### src/rtl/svr_pkg.sv
`timescale 1ns / 1ps
`default_nettype none

package svr_pkg;

  typedef logic [7:0] byte_t;

  // Longest key the history can hold; a longer key never matches.
  localparam int LONGEST_KEY = 14;
  localparam int HIST_DEPTH  = LONGEST_KEY + 1;

  localparam int NUM_KEYS = 10;
  localparam int KEY_MAX  = 14;
  localparam int KEY_W    = (LONGEST_KEY > KEY_MAX) ? LONGEST_KEY : KEY_MAX;

  // Keys are right-justified, so the last character of a key sits in bits [7:0].
  localparam logic [8*KEY_W-1:0] KEY_STR [NUM_KEYS] = '{
    (8*KEY_W)'("password"),
    (8*KEY_W)'("passwd"),
    (8*KEY_W)'("secret"),
    (8*KEY_W)'("token"),
    (8*KEY_W)'({"private", "_key"}),
    (8*KEY_W)'("credential"),
    (8*KEY_W)'("verifier"),
    (8*KEY_W)'({"encryption", "_key"}),
    (8*KEY_W)'({"decryption", "_key"}),
    (8*KEY_W)'({"key", "_handle"})
  };

  localparam int KEY_LEN [NUM_KEYS] = '{8, 6, 6, 5, 11, 10, 8, 14, 14, 10};

  localparam int          MARK_LEN  = 10;
  localparam logic [79:0] MARK_STR  = "[redacted]";

  typedef logic [3:0] mark_idx_t;
  localparam mark_idx_t MARK_LAST = mark_idx_t'(MARK_LEN - 1);

  localparam byte_t CH_EQUAL = 8'h3d;
  localparam byte_t CH_COLON = 8'h3a;

  // What a history cell shows to the key matcher.
  typedef struct packed {
    byte_t low;
    logic  word;
    logic  vld;
  } cell_view_t;

  // One result item.
  typedef struct packed {
    byte_t data;
    logic  has;
    logic  done;
    logic  last;
  } res_t;

  function automatic byte_t lower_ascii(input byte_t c);
    byte_t r;
    r = c;
    if (c >= 8'h41 && c <= 8'h5a) begin
      r = c + 8'd32;
    end
    return r;
  endfunction

  function automatic logic word_byte(input byte_t c);
    return (c >= 8'h61 && c <= 8'h7a) || (c >= 8'h41 && c <= 8'h5a) ||
           (c >= 8'h30 && c <= 8'h39) || c == 8'h5f || c == 8'h2d;
  endfunction

  function automatic logic delim_byte(input byte_t c);
    return c == 8'h20 || c == 8'h09 || c == 8'h0a || c == 8'h0d ||
           c == 8'h2c || c == 8'h3b || c == 8'h26 || c == 8'h22 || c == 8'h27;
  endfunction

  function automatic byte_t mark_byte(input mark_idx_t idx);
    byte_t r;
    r = '0;
    for (int j = 0; j < MARK_LEN; j++) begin
      if (idx == mark_idx_t'(j)) begin
        r = MARK_STR[8*(MARK_LEN-1-j) +: 8];
      end
    end
    return r;
  endfunction

endpackage

`default_nettype wire

### src/rtl/svr_cell.sv
`timescale 1ns / 1ps
`default_nettype none

// One byte of emitted history; shifts to its older neighbor whenever shift is set.
module svr_cell import svr_pkg::*; (
  input  wire logic       clk,
  input  wire logic       rst,
  input  wire logic       shift,
  input  wire logic       clear,
  input  wire byte_t      din,
  input  wire logic       vin,
  output byte_t           dout,
  output logic            vout,
  output cell_view_t      view
);

  byte_t data;
  logic  vld;

  always_ff @(posedge clk) begin
    if (rst || clear) begin
      vld <= 1'b0;
    end else if (shift) begin
      vld <= vin;
    end
  end

  always_ff @(posedge clk) begin
    if (shift) begin
      data <= din;
    end
  end

  assign dout      = data;
  assign vout      = vld;
  assign view.low  = lower_ascii(data);
  assign view.word = word_byte(data);
  assign view.vld  = vld;

endmodule

`default_nettype wire

### src/rtl/svr_match.sv
`timescale 1ns / 1ps
`default_nettype none

// Compares the history row against every key at once; hit means a key ends
// right before the incoming byte and stands on a word boundary.
module svr_match import svr_pkg::*; (
  input  wire cell_view_t view [HIST_DEPTH],
  output logic            hit
);

  always_comb begin
    logic ok;
    hit = 1'b0;
    for (int k = 0; k < NUM_KEYS; k++) begin
      ok = 1'b1;
      if (KEY_LEN[k] > LONGEST_KEY) begin
        ok = 1'b0;
      end else begin
        for (int i = 0; i < LONGEST_KEY; i++) begin
          if (i < KEY_LEN[k]) begin
            if (!view[i].vld || view[i].low != KEY_STR[k][8*i +: 8]) begin
              ok = 1'b0;
            end
          end
        end
        for (int j = 1; j < HIST_DEPTH; j++) begin
          if (j == KEY_LEN[k] && view[j].vld && view[j].word) begin
            ok = 1'b0;
          end
        end
      end
      hit = hit | ok;
    end
  end

endmodule

`default_nettype wire

### src/rtl/svr_outq.sv
`timescale 1ns / 1ps
`default_nettype none

// Two-entry result queue: the output register plus one skid slot.
module svr_outq import svr_pkg::*; (
  input  wire logic clk,
  input  wire logic rst,
  input  wire logic push,
  input  wire res_t din,
  output logic      full,
  output logic      valid,
  input  wire logic ready,
  output res_t      dout
);

  res_t       slot0;
  res_t       slot1;
  logic [1:0] cnt;
  logic [1:0] cnt_next;
  logic       pop;

  assign pop   = valid && ready;
  assign valid = cnt != 2'd0;
  assign full  = cnt == 2'd2;
  assign dout  = slot0;

  always_comb begin
    cnt_next = cnt;
    case ({push, pop})
      2'b10:   cnt_next = cnt + 2'd1;
      2'b01:   cnt_next = cnt - 2'd1;
      default: cnt_next = cnt;
    endcase
  end

  always_ff @(posedge clk) begin
    if (rst) begin
      cnt <= 2'd0;
    end else begin
      cnt <= cnt_next;
    end
  end

  always_ff @(posedge clk) begin
    if (pop) begin
      if (cnt == 2'd2) begin
        slot0 <= slot1;
        if (push) begin
          slot1 <= din;
        end
      end else if (push) begin
        slot0 <= din;
      end
    end else if (push) begin
      if (cnt == 2'd0) begin
        slot0 <= din;
      end else begin
        slot1 <= din;
      end
    end
  end

endmodule

`default_nettype wire

### src/rtl/secret_value_redactor.sv
`timescale 1ns / 1ps
`default_nettype none

// Channel   Handshake            Payload
// input     in_valid / in_ready  text_byte, end_of_text
// output    out_valid/out_ready  out_byte, has_byte, text_done, last_of_run
//
// One input item is taken per cycle while the output side keeps up; an item
// that causes no result (a dropped byte) is taken the same way.
// After a matched key the "[redacted]" bytes go out one per cycle while the
// queue has room, via the single history push port; input is held off meanwhile.
// Reset (rst, synchronous) empties the history, the result queue and all flags.
// A two-entry result queue lets a new item enter while one result waits.
module secret_value_redactor import svr_pkg::*; (
  input  wire logic  clk,
  input  wire logic  rst,
  input  wire logic  in_valid,
  output logic       in_ready,
  input  wire byte_t text_byte,
  input  wire logic  end_of_text,
  output logic       out_valid,
  input  wire logic  out_ready,
  output byte_t      out_byte,
  output logic       has_byte,
  output logic       text_done,
  output logic       last_of_run
);

  // History chain: cell 0 holds the newest emitted byte.
  byte_t      cell_data [HIST_DEPTH];
  logic       cell_vld  [HIST_DEPTH];
  cell_view_t cell_view [HIST_DEPTH];

  logic      shift;
  logic      clear;
  byte_t     hist_in;
  logic      hit;

  // Sequencer state for the inserted marker and for value dropping.
  logic      ins_active;
  logic      ins_active_next;
  mark_idx_t ins_idx;
  mark_idx_t ins_idx_next;
  logic      ins_eot;
  logic      ins_eot_next;
  logic      supp;
  logic      supp_next;

  logic      q_full;
  logic      push;
  res_t      res;
  res_t      q_out;
  logic      accept;
  logic      take_key;

  for (genvar g = 0; g < HIST_DEPTH; g++) begin : g_cell
    if (g == 0) begin : g_head
      svr_cell u_cell (
        .clk  (clk),
        .rst  (rst),
        .shift(shift),
        .clear(clear),
        .din  (hist_in),
        .vin  (1'b1),
        .dout (cell_data[g]),
        .vout (cell_vld[g]),
        .view (cell_view[g])
      );
    end else begin : g_body
      svr_cell u_cell (
        .clk  (clk),
        .rst  (rst),
        .shift(shift),
        .clear(clear),
        .din  (cell_data[g-1]),
        .vin  (cell_vld[g-1]),
        .dout (cell_data[g]),
        .vout (cell_vld[g]),
        .view (cell_view[g])
      );
    end
  end

  svr_match u_match (
    .view(cell_view),
    .hit (hit)
  );

  svr_outq u_outq (
    .clk  (clk),
    .rst  (rst),
    .push (push),
    .din  (res),
    .full (q_full),
    .valid(out_valid),
    .ready(out_ready),
    .dout (q_out)
  );

  assign out_byte    = q_out.data;
  assign has_byte    = q_out.has;
  assign text_done   = q_out.done;
  assign last_of_run = q_out.last;

  // While the marker is being issued no input is taken.
  assign in_ready = !ins_active && !q_full;
  assign accept   = in_valid && in_ready;

  // A separator outside a value whose preceding bytes spell a key.
  assign take_key = !supp && (text_byte == CH_EQUAL || text_byte == CH_COLON) && hit;

  always_comb begin
    push            = 1'b0;
    res             = '0;
    shift           = 1'b0;
    clear           = 1'b0;
    hist_in         = text_byte;
    ins_active_next = ins_active;
    ins_idx_next    = ins_idx;
    ins_eot_next    = ins_eot;
    supp_next       = supp;

    if (ins_active) begin
      // Issue one marker byte per cycle while the queue is not full; the bytes also enter the history.
      if (!q_full) begin
        push     = 1'b1;
        res.data = mark_byte(ins_idx);
        res.has  = 1'b1;
        shift    = 1'b1;
        hist_in  = res.data;
        if (ins_idx == MARK_LAST) begin
          res.last        = 1'b1;
          res.done        = ins_eot;
          ins_active_next = 1'b0;
          supp_next       = 1'b1;
          if (ins_eot) begin
            // The text ended on the separator: the value is empty.
            clear     = 1'b1;
            supp_next = 1'b0;
          end
        end else begin
          ins_idx_next = ins_idx + mark_idx_t'(1);
        end
      end
    end else if (accept) begin
      if (supp) begin
        if (delim_byte(text_byte)) begin
          push      = 1'b1;
          res.data  = text_byte;
          res.has   = 1'b1;
          res.last  = 1'b1;
          res.done  = end_of_text;
          shift     = 1'b1;
          supp_next = 1'b0;
        end else if (end_of_text) begin
          // The last byte was dropped: send a bare end marker.
          push     = 1'b1;
          res.done = 1'b1;
          res.last = 1'b1;
        end
      end else if (take_key) begin
        push            = 1'b1;
        res.data        = text_byte;
        res.has         = 1'b1;
        shift           = 1'b1;
        ins_active_next = 1'b1;
        ins_idx_next    = '0;
        ins_eot_next    = end_of_text;
      end else begin
        push     = 1'b1;
        res.data = text_byte;
        res.has  = 1'b1;
        res.last = 1'b1;
        res.done = end_of_text;
        shift    = 1'b1;
      end
      // End of text empties the history and ends value dropping, unless the marker
      // still has to go out; then the last marker byte does it.
      if (end_of_text && !take_key) begin
        clear     = 1'b1;
        supp_next = 1'b0;
      end
    end
  end

  always_ff @(posedge clk) begin
    if (rst) begin
      ins_active <= 1'b0;
      ins_idx    <= '0;
      ins_eot    <= 1'b0;
      supp       <= 1'b0;
    end else begin
      ins_active <= ins_active_next;
      ins_idx    <= ins_idx_next;
      ins_eot    <= ins_eot_next;
      supp       <= supp_next;
    end
  end

endmodule

`default_nettype wire
### config.mk
export PLATFORM = sky130hd
export DESIGN_NAME = secret_value_redactor
export DESIGN_NICKNAME = d
export VERILOG_FILES = /design/src/rtl/svr_pkg.sv /design/src/rtl/svr_cell.sv /design/src/rtl/svr_match.sv /design/src/rtl/svr_outq.sv /design/src/rtl/secret_value_redactor.sv
export SDC_FILE = /design/constraint.sdc
export NUM_CORES = 1
export LEC_CHECK = 0
export BUFFER_PORTS_ARGS = -buffer_cell sky130_fd_sc_hd__buf_2
export CAP_MARGIN = 40
export CORE_MARGIN = 3
export CORE_UTILIZATION = 58
export DETAILED_ROUTE_END_ITERATION = 10
export HOLD_SLACK_MARGIN = 0.03
export PLACE_DENSITY = 0.75
export REMOVE_ABC_BUFFERS = 1
export SLEW_MARGIN = 10
export SYNTH_ARGS = -nofsm -noshare
export SYNTH_HDL_FRONTEND = slang
export SYNTH_HIERARCHICAL = 1
export SYNTH_SLANG_ARGS = --single-unit
### constraint.sdc
create_clock -name clk -period 5.2 [get_ports clk]
set_clock_uncertainty 0.15 [all_clocks]
set_input_delay 0.26 -clock clk [delete_from_list [all_inputs] [get_ports clk]]
set_output_delay 0.26 -clock clk [all_outputs]
set_load 0.05 [all_outputs]
# Yosys cells after proc, flatten, opt, wreduce, memory -nomap -nowiden

Index checks and enable logic that the tools add are counted.

Input bits: 13
Flip-flop bits (word level): 166
Word-level logic and storage cells: 565
Output and inout bits: 13

Mux-type cells: 166
Reduce and logical (&&, ||, !) cells: 169
Eq/ne operators: 105
Add/sub/neg operators: 17
Bitwise operators: 11
Magnitude comparators: 54

Operator list:

| kind                                                   | number |
|---|---|
| inequality test 8 x 7 -> 1 bit (second input constant) | 64 |
| 2-to-1 mux 8 bit                                       | 25 |
| >= comparator 8 x 7 -> 1 bit (second input constant)   | 21 |
| <= comparator 8 x 7 -> 1 bit (second input constant)   | 21 |
| 2-to-1 mux 11 bit                                      | 13 |
| 2-to-1 mux 1 bit                                       | 115 |
| adder 8 x 6 -> 8 bit (second input constant)           | 14 |
| == test 8 x 6 -> 1 bit (second input constant)         | 14 |
| logical OR 1 bit                                       | 98 |
| == test 8 x 7 -> 1 bit (second input constant)         | 6 |
| >= comparator 8 x 6 -> 1 bit (second input constant)   | 6 |
| <= comparator 8 x 6 -> 1 bit (second input constant)   | 6 |
| logical AND 1 bit                                      | 39 |
| == test 8 x 4 -> 1 bit (second input constant)         | 3 |
| 2-to-1 mux 4 bit                                       | 6 |
| logical NOT 1 bit                                      | 18 |
| == test 4 x 3 -> 1 bit (second input constant)         | 4 |
| nonzero test 2 bit                                     | 7 |
| 2-to-1 mux 9 bit                                       | 1 |
| bitwise OR 1 bit                                       | 9 |
| AND reduction 3 bit                                    | 3 |
| == test 4 x 2 -> 1 bit (second input constant)         | 2 |
| == test 4 bit (second input constant)                  | 2 |
| 2-to-1 mux 2 bit                                       | 4 |
| 15 further kinds                                       | 21 |

# Logic depth before layout (Yosys ltp)

Depth after elaboration: 31
Depth in mapped cells: 17
Gate-level depth less buffers: 17

# Cells and area by module

The synthesis kept the hierarchy.

By module, submodules not included:

| module                                  | area an instance (µm²) | cells an instance | seq. area each (µm²) | instances |
|---|---|---|---|---|
| svr_cell at g_cell[0].g_head.u_cell ... | 544.3                  | 47                | 260.2                | 14 |
| svr_match                               | 1038.5                 | 147               | 0.0                  | 1 |
| svr_outq                                | 1016.0                 | 57                | 700.7                | 1 |
| secret_value_redactor                   | 978.4                  | 132               | 140.1                | 1 |
| svr_cell at g_cell[9].g_body.u_cell     | 549.3                  | 48                | 260.2                | 1 |

# Worst setup path before layout

Ideal clock, no wire load.

Path type: reg2reg
Start: register u_outq.cnt[0]
End: register u_outq/slot1[2] (netlist name), data pin
Path slack: 0.177 ns
Clock period less this slack: 5.023 ns
Data arrival time: 4.075 ns
Library setup time: 0.798 ns
Path buffers: 1
Data required time: 4.252 ns
Cell stages (with the launch flop): 6
Cells stage by stage: dfxtp_1 nor2b_4 nor2b_1 nor2b_1 clkbuf_1 a21o_1

RTL lines:

| item                   | line           | text |
|---|---|---|
| from (decl)            | svr_outq.sv:18 | `logic [1:0] cnt;` |
| from (signal assigned) | svr_outq.sv:40 | `cnt <= cnt_next;` |
| to (signal assigned)   | svr_outq.sv:49 | `slot1 <= din;` |
| to (signal assigned)   | svr_outq.sv:58 | `slot1 <= din;` |
| to (decl)              | svr_outq.sv:17 | `res_t slot1;` |

==> results.tsv <==
stage	metric	value	unit
sta	rsz_0062_raised_after_global_routing	no	
place	rd_place_congestion	0.986	
floorplanning	initial_core_util	59.3	%
place	dpl.hpwl	15600	um
cts	ctsRootBufferMaster	clkbuf_16	
yosys	yosysWarningCount	6	
power	power_per_cell_area	380	nW/um^2
sta	finalCritPeriodShare	92.3	%
setup_path	worstReg2RegStart	g_cell[6].g_body.u_cell/dout[5]	
global_route	maximum_number_of_pins_on_one_net_before_global_route_repair	63	
finish	finalNetCount	927	
route	dr_total_vias	7190	
route	drt_wl_total	22400	um
worst_hold_path	hold_start	text_byte[3]	
cts	ctsHtreeMaxLevel	4	
route	final_antenna_net_count	0	
sta	hold_ws	0.0449	ns
yosys	syn-mean-instance-area	11.2	um^2
setup_path	crit_path_end_kind	register	
global_route	grt.overflow.total	0	
floorplanning	dieWidth	139	um
finish	layoutNonFillerInstCount	1112	
cts	cts_tree	yes	
yosys	syn_area	10300	um^2
floorplanning	placeableCoreArea	17300	um^2
cts	skew_pair_late_insertion_delay	0.43	ns
floorplanning	io-pin-count	26	
setup_path	cp.required	5.39	ns
sta	count_of_final_hold_check_violations	0	
sta	finalWorstPathRequiredPeriod	4.80	ns
setup_path	setup.worst_path.start_class	register	
sta	setup_tns	0	ns
setup_path	rr_worst_depth	17	
route	post_drt_via_cell_ratio	6.47	
place	portBuffers	25	
floorplanning	floorplan.die_area	19300	um^2
worst_hold_path	hold_path_class	input pin to register	
run_status	status	complete, no violations	
cts	max-clock-path-buffers	2	
sta	max_slew_margin	46.4	%
sta	final-setup-viol-count	0	
yosys	synth_cells	913	
power	peakVddDrop	0.260	mV
cts	post_cts_resize_count	0	
route	route.detailed.drc	0	
setup_path	critical_path.max_fanout	15	
global_route	grt_util_overall	23.1	%
cts	cts_setup_buffers	0	
sta	worst_pin_slew	0.802	ns
power	p_leak	0.00395	uW
route	dr.first_iter.drc_count	646	
floorplanning	die_h	139	um
finish	antenna_cells	0	
finish	final.fill_count	1391	
setup_path	worstReg2RegEnd	g_cell[1].g_body.u_cell/vout	
setup_path	r2r_setup_slack	0.40	ns
floorplanning	placementRows	48	
setup_path	cp_data_arrival_time	4.99	ns
place	placed_instances	1077	
run	drv.max_cap_violation_count	0	
place	place_area	10100	um^2
cts	cts.sink_count	166	
cts	clkSlewWorstSetupHoldPaths	0.07	ns
route	avgRoutedWirePerCell	20.2	um
finish	design_area	10700	um^2
global_route	first_pass_grt_wire_length	36100	um
cts	cts_made_buffers	17	
route	detail_route.first_pass.iterations	5	
finish	post_route_cells_drive_above_1_share	14.8	%
finish	area.growth.synth_to_final	3.88	%
worst_hold_path	min_delay_path_depth	2	
global_route	first_global_vias	6733	
setup_path	critical_path_class	register to register	
sta	fmax	0.208	GHz
global_route	number_of_antenna_violations_at_the_first_check_in_global_routing	0	
worst_hold_path	min_delay_worst_endpoint	g_cell[0].g_head.u_cell/dout[3]	
sta	timing_max_transition_violations_final	0	
finish	final_core_utilization	61.6	%
report_power, final:
group | leakage, uW | total [uW] | internal (uW) | switching (uW)
Combinational | 0.00211 | 815 | 327 | 488
Sequential | 0.00158 | 2040 | 1730 | 308
Clock | 0.000269 | 1200 | 632 | 567
worst max path at each step:
stage,cells after the start,startpoint,slack [ns],to
after CTS,17,g_cell[6].g_body.u_cell/dout[5],0.50,g_cell[1].g_body.u_cell/vout
final,17,g_cell[6].g_body.u_cell/dout[5],0.40,g_cell[1].g_body.u_cell/vout
after detailed placement,17,g_cell[6].g_body.u_cell/dout[5],0.53,g_cell[6].g_body.u_cell/vout
after floorplan,4,u_outq/cnt[0],0.14,u_outq/slot1[2]
after global routing,17,g_cell[6].g_body.u_cell/dout[5],0.13,g_cell[1].g_body.u_cell/vout
after global placement,17,g_cell[6].g_body.u_cell/dout[5],0.70,u_outq/dout[1]
worst max-delay path: stages, from the launching register on:
cell and delay (ns):
edfxtp_1 0.55, inv_1 0.14, ha_1 0.15, nand4bb_1 0.11
o22ai_2 0.17, o211ai_2 0.16, mux2i_1 0.23, nand4bb_1 0.16
or4b_4 0.55, nor4_2 0.32, nand4_1 0.17, a2111oi_2 0.35
a2111o_1 0.18, nand4b_1 0.20, a211oi_2 0.28, nor2_1 0.12
a22o_1 0.43, nor3_1 0.28
placed cells by master, fill, tap and decap left out, types with 11 or more instances in the layout:
cell type,count
a21oi_1,16
buf_2,25
clkbuf_16,17
dfxtp_1,24
edfxtp_1,142
ha_1,40
inv_1,51
mux2i_1,32
nand2_1,47
nand3_1,22
nand4_1,20
nand4b_1,27
nand4bb_1,17
nor2_1,66
nor3_1,44
nor4_1,18
o211a_1,14
o211ai_2,14
o21ai_0,11
o21bai_1,14
o22ai_2,14
xnor2_1,18
routing by layer:
metal | wire, um | share of wire [%] | track usage, %
met1 | 9870 | 44 | 31.4
met2 | 10500 | 47 | 37.4
met3 | 1520 | 6.8 | 4.62
met4 | 490 | 2.2 | 7.93
met5 | 0 | 0 | 0
metrics by stage:
step	worst slack, ns	total power (uW)
global placement	0.697	2840
floorplan	0.138	2590
finish	0.400	4050
CTS	0.497	4060
global route	0.129	4240
detailed placement	0.529	2860
layout make-up:
type | count | area [um^2] | area share (%)
clock inverters | 15 | 138 | 1.29
multi-input cells | 601 | 4650 | 43.6
well taps | 225 | 282 | 2.64
clock buffers | 17 | 425 | 3.99
repair buffers | 35 | 224 | 2.10
inverters | 53 | 199 | 1.87
flip-flops and latches | 166 | 4740 | 44.5
sequential cells by signal, indices dropped and copies added (netlist names):
signal,count
g_cell.g_body.u_cell/dout,112
u_outq/cnt,2
supp,1
ins_active,1
ins_eot,1
g_cell.g_body.u_cell/vout,14
u_outq/dout,11
g_cell.g_head.u_cell/vout,1
ins_idx,4
g_cell.g_head.u_cell/dout,8
u_outq/slot1,11
repair_timing:
item / 4_1_cts / 5_1_grt
hold buffers: 3 / 0
endpoints found under the setup margin: 0 / 0
hold endpoints to repair: 3 / 0
(Power assumes the default switching activity.)
